`config.mk`:
```
export PLATFORM = sky130hd
export DESIGN_NAME = scored_victim_selector
export DESIGN_NICKNAME = d
export VERILOG_FILES = /design/src/rtl/svs_pkg.sv /design/src/rtl/svs_ctrl.sv /design/src/rtl/svs_datapath.sv /design/src/rtl/scored_victim_selector.sv
export SDC_FILE = /design/constraint.sdc
export NUM_CORES = 2
export LEC_CHECK = 0
export ABC_AREA = 1
export BUFFER_PORTS_ARGS = -buffer_cell sky130_fd_sc_hd__buf_2
export CAP_MARGIN = 20
export CORE_ASPECT_RATIO = 0.8
export CORE_MARGIN = 2
export CORE_UTILIZATION = 35
export CTS_CLUSTER_SIZE = 14
export DETAILED_ROUTE_END_ITERATION = 6
export PLACE_DENSITY_LB_ADDON = 0.08
export SLEW_MARGIN = 20
export SYNTH_ARGS = -nofsm -noshare
export SYNTH_HDL_FRONTEND = slang
export SYNTH_SLANG_ARGS = --single-unit
```
`constraint.sdc`:
```
create_clock -name clk -period 11.85 [get_ports clk]
set_input_delay 3.555 -clock clk [delete_from_list [all_inputs] [get_ports clk]]
set_output_delay 3.555 -clock clk [all_outputs]
set_load 0.005 [all_outputs]
```
`src/rtl/svs_pkg.sv`:
```
// shared types and constants for the scored victim selector
`timescale 1ns / 1ps
package svs_pkg;

  localparam int GAIN_W  = 24;
  localparam int VISIT_W = 32;
  localparam int STEP_W  = 48;
  localparam int DEC_W   = 16;
  localparam int WIN_W   = 16;
  localparam int IDX_W   = 8;
  localparam int SCORE_W = 48;
  localparam int ROOT_W  = 25;
  localparam int SQ_W    = 50;
  localparam int LOG_W   = 16;
  localparam int BLEN_W  = 6;
  localparam int SQRT_ITERS = 25;
  localparam logic [WIN_W-1:0] WINDOW_RESET = 16'd32;

  // round(1e-4 * b * ln(2) * 2^24) for bit length b
  localparam logic [LOG_W-1:0] LOG_TERM [0:32] = '{
    16'd0,     16'd1163,  16'd2326,  16'd3489,  16'd4652,  16'd5815,  16'd6977,
    16'd8140,  16'd9303,  16'd10466, 16'd11629, 16'd12792, 16'd13955, 16'd15118,
    16'd16281, 16'd17444, 16'd18607, 16'd19769, 16'd20932, 16'd22095, 16'd23258,
    16'd24421, 16'd25584, 16'd26747, 16'd27910, 16'd29073, 16'd30236, 16'd31399,
    16'd32561, 16'd33724, 16'd34887, 16'd36050, 16'd37213
  };

  typedef struct packed {
    logic start;
    logic sqrt_step;
    logic mul;
    logic sum;
    logic commit;
  } svs_cmd_t;

  typedef struct packed {
    logic last;
    logic out_busy;
  } svs_status_t;

endpackage

```
`src/rtl/svs_ctrl.sv`:
```
// sequencer for one entry: load, square root iterations, multiply, add, compare
`timescale 1ns / 1ps
module svs_ctrl (
  input  logic                clk,
  input  logic                rst_n,
  input  logic                in_valid,
  output logic                in_ready,
  input  svs_pkg::svs_status_t status,
  output svs_pkg::svs_cmd_t    cmd
);
  import svs_pkg::*;

  localparam logic [2:0] ST_IDLE = 3'd0;
  localparam logic [2:0] ST_SQRT = 3'd1;
  localparam logic [2:0] ST_MUL  = 3'd2;
  localparam logic [2:0] ST_SUM  = 3'd3;
  localparam logic [2:0] ST_CMP  = 3'd4;

  logic [2:0] state_r, state_nxt;
  logic [4:0] iter_r, iter_nxt;

  always_ff @(posedge clk) begin
    if (!rst_n) begin
      state_r <= ST_IDLE;
      iter_r  <= '0;
    end else begin
      state_r <= state_nxt;
      iter_r  <= iter_nxt;
    end
  end

  always_comb begin
    state_nxt = state_r;
    iter_nxt  = iter_r;
    cmd       = '0;
    in_ready  = 1'b0;
    case (state_r)
      ST_IDLE: begin
        in_ready = 1'b1;
        if (in_valid) begin
          cmd.start = 1'b1;
          iter_nxt  = '0;
          state_nxt = ST_SQRT;
        end
      end
      ST_SQRT: begin
        cmd.sqrt_step = 1'b1;
        iter_nxt = iter_r + 5'd1;
        if (iter_r == 5'(SQRT_ITERS - 1)) state_nxt = ST_MUL;
      end
      ST_MUL: begin
        cmd.mul   = 1'b1;
        state_nxt = ST_SUM;
      end
      ST_SUM: begin
        cmd.sum   = 1'b1;
        state_nxt = ST_CMP;
      end
      ST_CMP: begin
        if (!(status.last && status.out_busy)) begin
          cmd.commit = 1'b1;
          state_nxt  = ST_IDLE;
        end
      end
      default: state_nxt = ST_IDLE;
    endcase
  end

endmodule

```
`src/rtl/svs_datapath.sv`:
```
// entry registers, square root unit, score, running bests and result register
`timescale 1ns / 1ps
module svs_datapath #(
  parameter int MAX_ENTRIES = 256
) (
  input  logic                              clk,
  input  logic                              rst_n,
  input  svs_pkg::svs_cmd_t                 cmd,
  output svs_pkg::svs_status_t              status,
  input  logic                              cfg_wr_en,
  input  logic [svs_pkg::WIN_W-1:0]         cfg_wr_data,
  input  logic signed [svs_pkg::GAIN_W-1:0] in_gain_fixed,
  input  logic [svs_pkg::VISIT_W-1:0]       in_visit_count,
  input  logic [svs_pkg::STEP_W-1:0]        in_updated_at,
  input  logic [svs_pkg::DEC_W-1:0]         in_decision_id,
  input  logic [svs_pkg::STEP_W-1:0]        in_now_step,
  input  logic                              in_last_entry,
  output logic                              out_valid,
  input  logic                              out_ready,
  output logic [svs_pkg::IDX_W-1:0]         out_victim_index
);
  import svs_pkg::*;

  localparam int POS_W = $clog2(MAX_ENTRIES + 1);

  logic [WIN_W-1:0]   window_r;
  logic [GAIN_W-2:0]  g_r;
  logic [LOG_W-1:0]   lterm_r;
  logic [STEP_W-1:0]  upd_r, now_r;
  logic [DEC_W-1:0]   dec_r;
  logic               last_r;
  logic [SQ_W-1:0]    rem_r, res_r, bit_r;
  logic [SCORE_W-1:0] prod_r, score_r;
  logic [POS_W-1:0]   pos_r, pos_nxt;
  logic               free_r, free_nxt;
  logic [SCORE_W-1:0] all_score_r, free_score_r;
  logic [STEP_W-1:0]  all_step_r, free_step_r;
  logic [DEC_W-1:0]   all_dec_r, free_dec_r;
  logic [IDX_W-1:0]   all_idx_r, all_idx_nxt, free_idx_r, free_idx_nxt;
  logic               out_valid_r;
  logic [IDX_W-1:0]   out_idx_r;

  logic [BLEN_W-1:0]  blen;
  logic [SQ_W-1:0]    trial;
  logic               in_range, prob, beat_all, beat_free, take_all, take_free;
  logic [STEP_W:0]    age;

  always_comb begin
    blen = '0;
    for (int i = 0; i < VISIT_W; i++) begin
      if (in_visit_count[i]) blen = BLEN_W'(i + 1);
    end
  end

  assign trial = res_r + bit_r;

  always_ff @(posedge clk) begin
    if (!rst_n) begin
      window_r <= WINDOW_RESET;
    end else if (cfg_wr_en) begin
      window_r <= cfg_wr_data;
    end
  end

  // entry capture and score arithmetic
  always_ff @(posedge clk) begin
    if (cmd.start) begin
      g_r     <= in_gain_fixed[GAIN_W-1] ? '0 : in_gain_fixed[GAIN_W-2:0];
      lterm_r <= LOG_TERM[blen];
      upd_r   <= in_updated_at;
      now_r   <= in_now_step;
      dec_r   <= in_decision_id;
      last_r  <= in_last_entry;
      rem_r   <= {1'b0, ({1'b0, in_visit_count} + 33'd1), 16'd0};
      res_r   <= '0;
      bit_r   <= SQ_W'(1) << (2 * (SQRT_ITERS - 1));
    end
    if (cmd.sqrt_step) begin
      if (rem_r >= trial) begin
        rem_r <= rem_r - trial;
        res_r <= (res_r >> 1) + bit_r;
      end else begin
        res_r <= res_r >> 1;
      end
      bit_r <= bit_r >> 2;
    end
    if (cmd.mul) prod_r <= g_r * res_r[ROOT_W-1:0];
    if (cmd.sum) score_r <= prod_r + SCORE_W'(lterm_r);
  end

  assign in_range = pos_r < POS_W'(MAX_ENTRIES);
  assign age      = {1'b0, now_r} - {1'b0, upd_r};
  assign prob     = !age[STEP_W] && (age[STEP_W-1:0] < STEP_W'(window_r));

  always_comb begin
    beat_all = (score_r != all_score_r) ? (score_r < all_score_r) :
               (upd_r != all_step_r)    ? (upd_r < all_step_r) : (dec_r > all_dec_r);
    beat_free = (score_r != free_score_r) ? (score_r < free_score_r) :
                (upd_r != free_step_r)    ? (upd_r < free_step_r) : (dec_r > free_dec_r);
    take_all  = in_range && ((pos_r == '0) || beat_all);
    take_free = in_range && !prob && (!free_r || beat_free);
    all_idx_nxt  = take_all ? IDX_W'(pos_r) : all_idx_r;
    free_idx_nxt = take_free ? IDX_W'(pos_r) : free_idx_r;
    free_nxt = free_r || take_free;
    pos_nxt  = in_range ? pos_r + POS_W'(1) : pos_r;
    if (last_r) begin
      free_nxt = 1'b0;
      pos_nxt  = '0;
    end
  end

  always_ff @(posedge clk) begin
    if (cmd.commit) begin
      if (take_all) begin
        all_score_r <= score_r;
        all_step_r  <= upd_r;
        all_dec_r   <= dec_r;
      end
      if (take_free) begin
        free_score_r <= score_r;
        free_step_r  <= upd_r;
        free_dec_r   <= dec_r;
      end
      all_idx_r  <= all_idx_nxt;
      free_idx_r <= free_idx_nxt;
      if (last_r) out_idx_r <= (free_r || take_free) ? free_idx_nxt : all_idx_nxt;
    end
  end

  always_ff @(posedge clk) begin
    if (!rst_n) begin
      pos_r       <= '0;
      free_r      <= 1'b0;
      out_valid_r <= 1'b0;
    end else begin
      if (cmd.commit) begin
        pos_r  <= pos_nxt;
        free_r <= free_nxt;
      end
      if (cmd.commit && last_r) begin
        out_valid_r <= 1'b1;
      end else if (out_ready) begin
        out_valid_r <= 1'b0;
      end
    end
  end

  assign status.last     = last_r;
  assign status.out_busy = out_valid_r && !out_ready;
  assign out_valid        = out_valid_r;
  assign out_victim_index = out_idx_r;

endmodule

```
`src/rtl/scored_victim_selector.sv`:
```
// top level of the scored victim selector
`timescale 1ns / 1ps
// Each entry of a scan is taken as one transfer and scored as max(gain,0)*sqrt(visits+1)
// plus a small log term; the lowest score not on probation wins (ties: older step, then
// larger decision id), else the lowest overall. The result transfer follows the entry marked
// last. An entry passes a load step, square root iterations taking two radicand bits each,
// then multiply, add and compare steps before in_ready returns. The result waits in an
// output register while the next scan streams in.
module scored_victim_selector #(
  parameter int MAX_ENTRIES = 256
) (
  input  logic                              clk,
  input  logic                              rst_n,
  input  logic                              cfg_wr_en,
  input  logic [svs_pkg::WIN_W-1:0]         cfg_wr_data,
  input  logic                              in_valid,
  output logic                              in_ready,
  input  logic signed [svs_pkg::GAIN_W-1:0] in_gain_fixed,
  input  logic [svs_pkg::VISIT_W-1:0]       in_visit_count,
  input  logic [svs_pkg::STEP_W-1:0]        in_updated_at,
  input  logic [svs_pkg::DEC_W-1:0]         in_decision_id,
  input  logic [svs_pkg::STEP_W-1:0]        in_now_step,
  input  logic                              in_last_entry,
  output logic                              out_valid,
  input  logic                              out_ready,
  output logic [svs_pkg::IDX_W-1:0]         out_victim_index
);
  import svs_pkg::*;

  svs_cmd_t    cmd;
  svs_status_t status;

  svs_ctrl u_ctrl (
    .clk      (clk),
    .rst_n    (rst_n),
    .in_valid (in_valid),
    .in_ready (in_ready),
    .status   (status),
    .cmd      (cmd)
  );

  svs_datapath #(.MAX_ENTRIES(MAX_ENTRIES)) u_datapath (
    .clk              (clk),
    .rst_n            (rst_n),
    .cmd              (cmd),
    .status           (status),
    .cfg_wr_en        (cfg_wr_en),
    .cfg_wr_data      (cfg_wr_data),
    .in_gain_fixed    (in_gain_fixed),
    .in_visit_count   (in_visit_count),
    .in_updated_at    (in_updated_at),
    .in_decision_id   (in_decision_id),
    .in_now_step      (in_now_step),
    .in_last_entry    (in_last_entry),
    .out_valid        (out_valid),
    .out_ready        (out_ready),
    .out_victim_index (out_victim_index)
  );

endmodule

```
## Word-level counts from Yosys, hierarchy flattened

Memories as Yosys holds them, arrays and structs flattened. A register that Yosys moved wholly into a read port is not among the register bits.
Cells that the tools add are included.

| storage, ports and cells | value |
|---|---|
| register bits after elaboration | 640 |
| memory bits (read-only) | 1024 |
| output and inout port bits | 10 |
| memories | 1 |

Memory list:

| memory | depth | bits a word | read ports | clocked after memory_dff | write ports | line | RTL |
|---|---|---|---|---|---|---|---|
| (no name shown) | 64 | 16 | 1 | 1 | 0 | svs_datapath.sv:69 | `lterm_r <= LOG_TERM[blen];` |

| cells by class | value |
|---|---|
| add/sub/neg operators | 8 |
| multiply operators | 1 |
| $lt $le $gt $ge | 9 |
| equal/unequal tests | 12 |
| mux-type cells | 66 |
| bitwise operators | 1 |
| reduce and logical (&&, ||, !) cells | 26 |

Operator list:

| cell | number |
|---|---|
| $mux W50 | 6 |
| $lt A48 B48 Y1 | 4 |
| $ne A48 B48 Y1 | 4 |
| $mux W6 | 31 |
| $mux W47 | 2 |
| $add A49 B49 Y50 | 1 |
| $add A50 B49 Y50 | 1 |
| $ge A50 B50 Y1 | 1 |
| $sub A50 B50 Y50 | 1 |
| $sub A48 B48 Y49 | 1 |
| $add A48 B16 Y48 | 1 |
| $lt A48 B16 Y1 | 1 |
| $mul A23 B25 Y48 | 1 |
| $add A32 B1 Y33 const B | 1 |
| $gt A16 B16 Y1 | 2 |
| $mux W8 | 3 |
| $mux W9 | 2 |
| $mux W1 | 16 |
| $pmux W3 S5 | 1 |
| $pmux W5 S2 | 1 |
| $reduce_and A2 Y1 | 5 |
| $add A9 B1 Y9 const B | 1 |
| $logic_not A9 Y1 | 1 |
| $lt A9 B9 Y1 const B | 1 |
| 16 further kinds | 34 |

## Logic depth before layout (Yosys ltp)

| logic depth | value |
|---|---|
| depth in word-level cells | 33 |
| mapped depth | 39 |
| gate-level depth less buffers | 39 |

## By module

A second synthesis with hierarchy kept.

| second synthesis, totals | value |
|---|---|
| cell total of the unflattened synthesis | 6775 |
| area total of the unflattened synthesis | 59173.0 um^2 |

Modules (own cells, without submodules):

| module | instances | cells each | area each (um^2) |
|---|---|---|---|
| svs_datapath | 1 | 6699 | 58687.5 |
| svs_ctrl | 1 | 76 | 485.5 |

## Worst setup path before layout

No wires, ideal clock.

| timing | value |
|---|---|
| path type | input port to flip-flop |
| from | input out_ready |
| to | register u_datapath.all_dec_r[0], enable pin |
| library setup time | 584 ps |
| arrival time | 9384 ps |
| path slack | 1883 ps |
| stages on the path | 6 |
| buffers on the path | 0 |
| cells stage by stage | inv_1 -> nand2_1 -> nor2_1 -> nor2_1 -> inv_1 -> nor2_1 |

RTL lines:

| element | line | RTL |
|---|---|---|
| start, declared | scored_victim_selector.sv:25 | `input logic out_ready,` |
| end signal, assigned | svs_datapath.sv:117 | `all_dec_r <= dec_r;` |
| end, declared | svs_datapath.sv:38 | `logic [DEC_W-1:0] all_dec_r, free_dec_r;` |

## Worst setup path in the final report

| timing | value |
|---|---|
| from | register u_datapath.g_r[7] |
| to | register u_datapath.prod_r[44] (data pin) |

| on the way | value |
|---|---|
| longest elaborated chain between the ends | 1 |

Ends and longest elaborated chain:

| element | line | RTL |
|---|---|---|
| start, declared | svs_datapath.sv:27 | `logic [GAIN_W-2:0] g_r;` |
| start signal, assigned | svs_datapath.sv:68 | `g_r <= in_gain_fixed[GAIN_W-1] ? '0 : in_gain_fixed[GAIN_W-2:0];` |
| $mul A23 B25 Y48 | svs_datapath.sv:87 | `if (cmd.mul) prod_r <= g_r * res_r[ROOT_W-1:0];` |
| end signal, assigned | svs_datapath.sv:87 |  |
| end, declared | svs_datapath.sv:33 | `logic [SCORE_W-1:0] prod_r, score_r;` |

Every way passes these cells.
A chain may end at the register's enable or synchronous reset.

==> metrics.md <==
| Metric | Value |
|---|---|
| GR Util All Layers | `19.1%` |
| Hold Fails Final Rpt | `0` |
| Result of the run | `completed` |
| Async S/R FF share, synth | `0%` |
| Routed wire length | `between 150000 and 200000 um` |
| Count of unique library cells instantiated by Yosys | `80` |
| Cell count after synthesis | `6730` |
| Final Setup Violations | `0` |
| Clk sink count | `656` |
| Total of warnings raised by yosys | `0` |
| Core box area | `167000 um^2` |
| Chain of cells forming the critical path | `nand2_1 -> fa_1 -> fa_1 -> inv_1 -> fa_1 -> inv_1 -> fa_1 -> fa_1 -> inv_1 -> fa_1 -> inv_1 -> fa_1 -> inv_1 -> ha_1 -> a21oi_1 -> o21ai_0 -> a21oi_1 -> o21ai_0 -> a21oi_1 -> o21ai_0 -> a21oi_1 -> nand3b_1 -> nand3_1 -> xor2_1` |
| Vertical extent of the die | `371 um` |
| Startpoint-to-endpoint class of the critical path | `flip-flop to flip-flop` |
| Top-level port count | `200` |
| CTS clock-pin slew for the worst setup and hold paths | `approximately 0.060 ns` |
| Ant. Diodes | `0` |
| Routed via count divided by cell count | `4.79` |
| Via count | `44000` |
| Clock period minus worst slack | `7.46 ns` |
| CP Launch Type | `flip-flop` |
| Number of nets in the layout | `8142` |
| Maximum number of pins on one net before global-route repair | `72` |
| Count of flip-flops with a built-in enable after synthesis | `570` |
| Commonest cells post-synth | `1462 x sky130_fd_sc_hd__inv_1, 1316 x sky130_fd_sc_hd__nand2_1, 595 x sky130_fd_sc_hd__ha_1` |
| Synth top area share | `29.0%` |
| # DRC | `0` |
| Crit path arrival time | `7.90 ns` |
| Die span in x | `between 400 and 500 um` |
| Crit-path leading delay family | `adder cells` |
| Number of global-route vias before repair | `44300` |
| Final worst-path cycle share | `a little over three fifths` |
| Mapped Area | `59000 um^2` |
| Most area-consuming cells after synthesis | `sky130_fd_sc_hd__edfxtp_1 29%, sky130_fd_sc_hd__fa_1 16%, sky130_fd_sc_hd__ha_1 13%` |
| Port Buf Inserts | `199` |
| Cell type contributing the most total cell area after synthesis | `sky130_fd_sc_hd__edfxtp_1` |
| Global route overflow | `0` |
| Post-route antenna net violation count | `0` |
| Die ar. | `172000 um^2` |
| Syn Area/Cell | `8.76 um^2` |
| Crit-path max cell delay | `1.05 ns` |
| Worst skew pair latency | `about 0.70 ns` |
| Highest clock frequency the design can meet | `0.134 GHz` |
| Mean routed wirelength per cell | `17.8 um` |
| Required time of the worst setup path | `12.29 ns` |
| Relative slew slack | `23.3%` |
| Number of storage elements in the synthesis netlist | `656` |
| Critical path fanouts, max | `25` |
| Transition time at the pin with the least slew margin | `1.15 ns` |
| Root buf cell | `sky130_fd_sc_hd__clkbuf_16` |
| Nature of the critical path endpoint | `flip-flop` |
| Final sum of negative setup slack | `0 ns` |
| Post-CTS setup buffers | `0` |
| Min-delay worst type | `flip-flop to flip-flop` |
| Number of antenna violations at the first check in global routing | `4` |
| Violation count after the first detailed-routing iteration | `3053` |
| Crit path max-delay cell type | `sky130_fd_sc_hd__edfxtp_1` |
| Final Wtd Congestion | `0.900` |
| CTS Buf Count | `between 70 and 80` |
| Most used cell, CP | `sky130_fd_sc_hd__fa_1` |
| Deepest clock path buffer count | `3` |
| Worst clock skew on the final layout | `0.0432 ns` |
| Combined buffer and inverter count along the critical path | `5` |
| Initial cell density of the core | `a little over a third` |
| Detailed placer's ending HPWL | `~130000 um` |
| Register area share after synthesis | `between 30% and 40%` |
| Count of max-cap constraint violations | `0` |
| Htree depth | `3` |
| Post-CTS Hold Buffers | `0` |
| RSZ-0062 raised after global routing | `no` |
| Number of placement rows | `134` |
| Fraction of final layout cells sized beyond drive strength 1 | `7.03%` |
| # fillers | `17100` |
| First drt pass iteration count | `7` |
| Signed area change from the synthesized netlist to the final layout | `10.7%` |
| Post-cts gate resize count | `0` |
| TritonCTS clock tree | `yes` |
| Wire length of the first global-routing pass | `259000 um` |
| Ys flop type | `sky130_fd_sc_hd__edfxtp_1` |
| Nets in the synthesized netlist | `7998` |
| Final Max Tran Viols | `0` |
| Most numerous cell in the Yosys netlist | `sky130_fd_sc_hd__inv_1` |
[routing by layer]
metal  routed length (um)  up-vias  part of all wire [%]  global-route usage, %
li1                     -    21900                     -                      -
met1                84800    21000                    52                   29.4
met2                66700      929                    41                   28.2
met3                 9140      143                   5.6                   3.14
met4                 2490        0                   1.5                   3.59
met5                    0        -                     0                      0
[worst paths after layout]
| path | start | end | slack, ns | cells past startpoint |
|---|---|---|---|---|
| worst max-delay path | u_datapath.g_r[7]$_SDFFCE_PP0P_ | u_datapath.prod_r[44]$_DFFE_PP_ | 4.39 | 24 |
| worst min-delay path | u_datapath.pos_r[7]$_SDFFE_PN0P_ | u_datapath.pos_r[8]$_SDFFE_PN0P_ | 0.46 | 2 |
| worst max register to register | u_datapath.g_r[7]$_SDFFCE_PP0P_ | u_datapath.prod_r[44]$_DFFE_PP_ | 4.39 | 24 |
| worst min register to register | u_datapath.pos_r[7]$_SDFFE_PN0P_ | u_datapath.pos_r[8]$_SDFFE_PN0P_ | 0.46 | 2 |
[tightest hold or removal path: stages, from the launching register on]
cell and delay [ns]:
sky130_fd_sc_hd__dfxtp_1 0.31, sky130_fd_sc_hd__nand2_1 0.06, sky130_fd_sc_hd__a21oi_1 0.05
[per-stage QoR]
step / utilization (%) / worst slack, ns / cells / hold WS (ns) / cell area (um^2)
6_report: 39.1 / 4.39 / 9181 / 0.458 / 65200
5_1_grt: 39.1 / 3.88 / 9181 / 0.493 / 65200
4_1_cts: 39.1 / 4.37 / 9179 / 0.463 / 65200
3_5_place_dp: 37.4 / 4.41 / 9035 / 0.455 / 62500
3_3_place_gp: 37.4 / 4.48 / 9035 / 0.454 / 62500
2_1_floorplan: - / 1.88 / 6730 / 0.435 / 59000
[cells by family (layout without fill, tap and decap cells)]
family / after synthesis / in the layout / synth area share, %
AOI/OAI and AO/OA: 1006 / 1006 / 9.85
muxes: 1 / 1 / 0.0170
adders and majority gates: 1078 / 1078 / 29.0
buffers and inverters: 1677 / 1884 / 10.7
xor gates and xnor gates: 262 / 262 / 3.89
DFF: 656 / 656 / 31.9
and+or+nand+nor: 2050 / 2050 / 14.5
[state kept, by name, summed over array words and instances (netlist names), 23 cells and up]
register and count:
u_datapath.score_r 48, u_datapath.upd_r 48, u_datapath.all_step_r 48, u_datapath.free_score_r 48, u_datapath.res_r 50, u_datapath.all_score_r 48, u_datapath.g_r 23, u_datapath.bit_r 25
u_datapath.prod_r 48, u_datapath.free_step_r 48, u_datapath.rem_r 50, u_datapath.now_r 48
[cells in the final DEF, fill, tap and decap left out, types with 27 or more instances in the layout]
cell | Yosys | layout
sky130_fd_sc_hd__a31oi_1 | 68 | 68
sky130_fd_sc_hd__inv_1 | 1462 | 1460
sky130_fd_sc_hd__xnor2_1 | 112 | 112
sky130_fd_sc_hd__fa_1 | 483 | 483
sky130_fd_sc_hd__nand2_1 | 1316 | 1315
sky130_fd_sc_hd__clkbuf_16 | 0 | 79
sky130_fd_sc_hd__a21oi_1 | 416 | 416
sky130_fd_sc_hd__ha_1 | 595 | 595
sky130_fd_sc_hd__nand3_1 | 134 | 133
sky130_fd_sc_hd__nor4_1 | 27 | 27
sky130_fd_sc_hd__edfxtp_1 | 570 | 570
sky130_fd_sc_hd__buf_4 | 1 | 56
sky130_fd_sc_hd__o21ai_0 | 261 | 261
sky130_fd_sc_hd__o21ai_1 | 47 | 47
sky130_fd_sc_hd__buf_2 | 13 | 199
sky130_fd_sc_hd__dfxtp_1 | 86 | 86
sky130_fd_sc_hd__nand4_1 | 67 | 67
sky130_fd_sc_hd__nor2_1 | 354 | 352
sky130_fd_sc_hd__a211oi_1 | 31 | 31
sky130_fd_sc_hd__xor2_1 | 150 | 150
sky130_fd_sc_hd__nor3_1 | 73 | 71
[cell type report]
class	instances	area, um^2	share of cell area (%)
clock buffers	90	2030	3.11
clock inverters	54	717	1.10
inverters	1483	5580	8.55
multi-input cells	4397	33800	51.8
flip-flops and latches	656	18800	28.9
well taps	2244	2810	4.30
repair buffers	257	1450	2.22
Power is left out: the tool's default activity adds up to more than one toggle a clock period on the data nets, which glitch-free logic cannot reach.
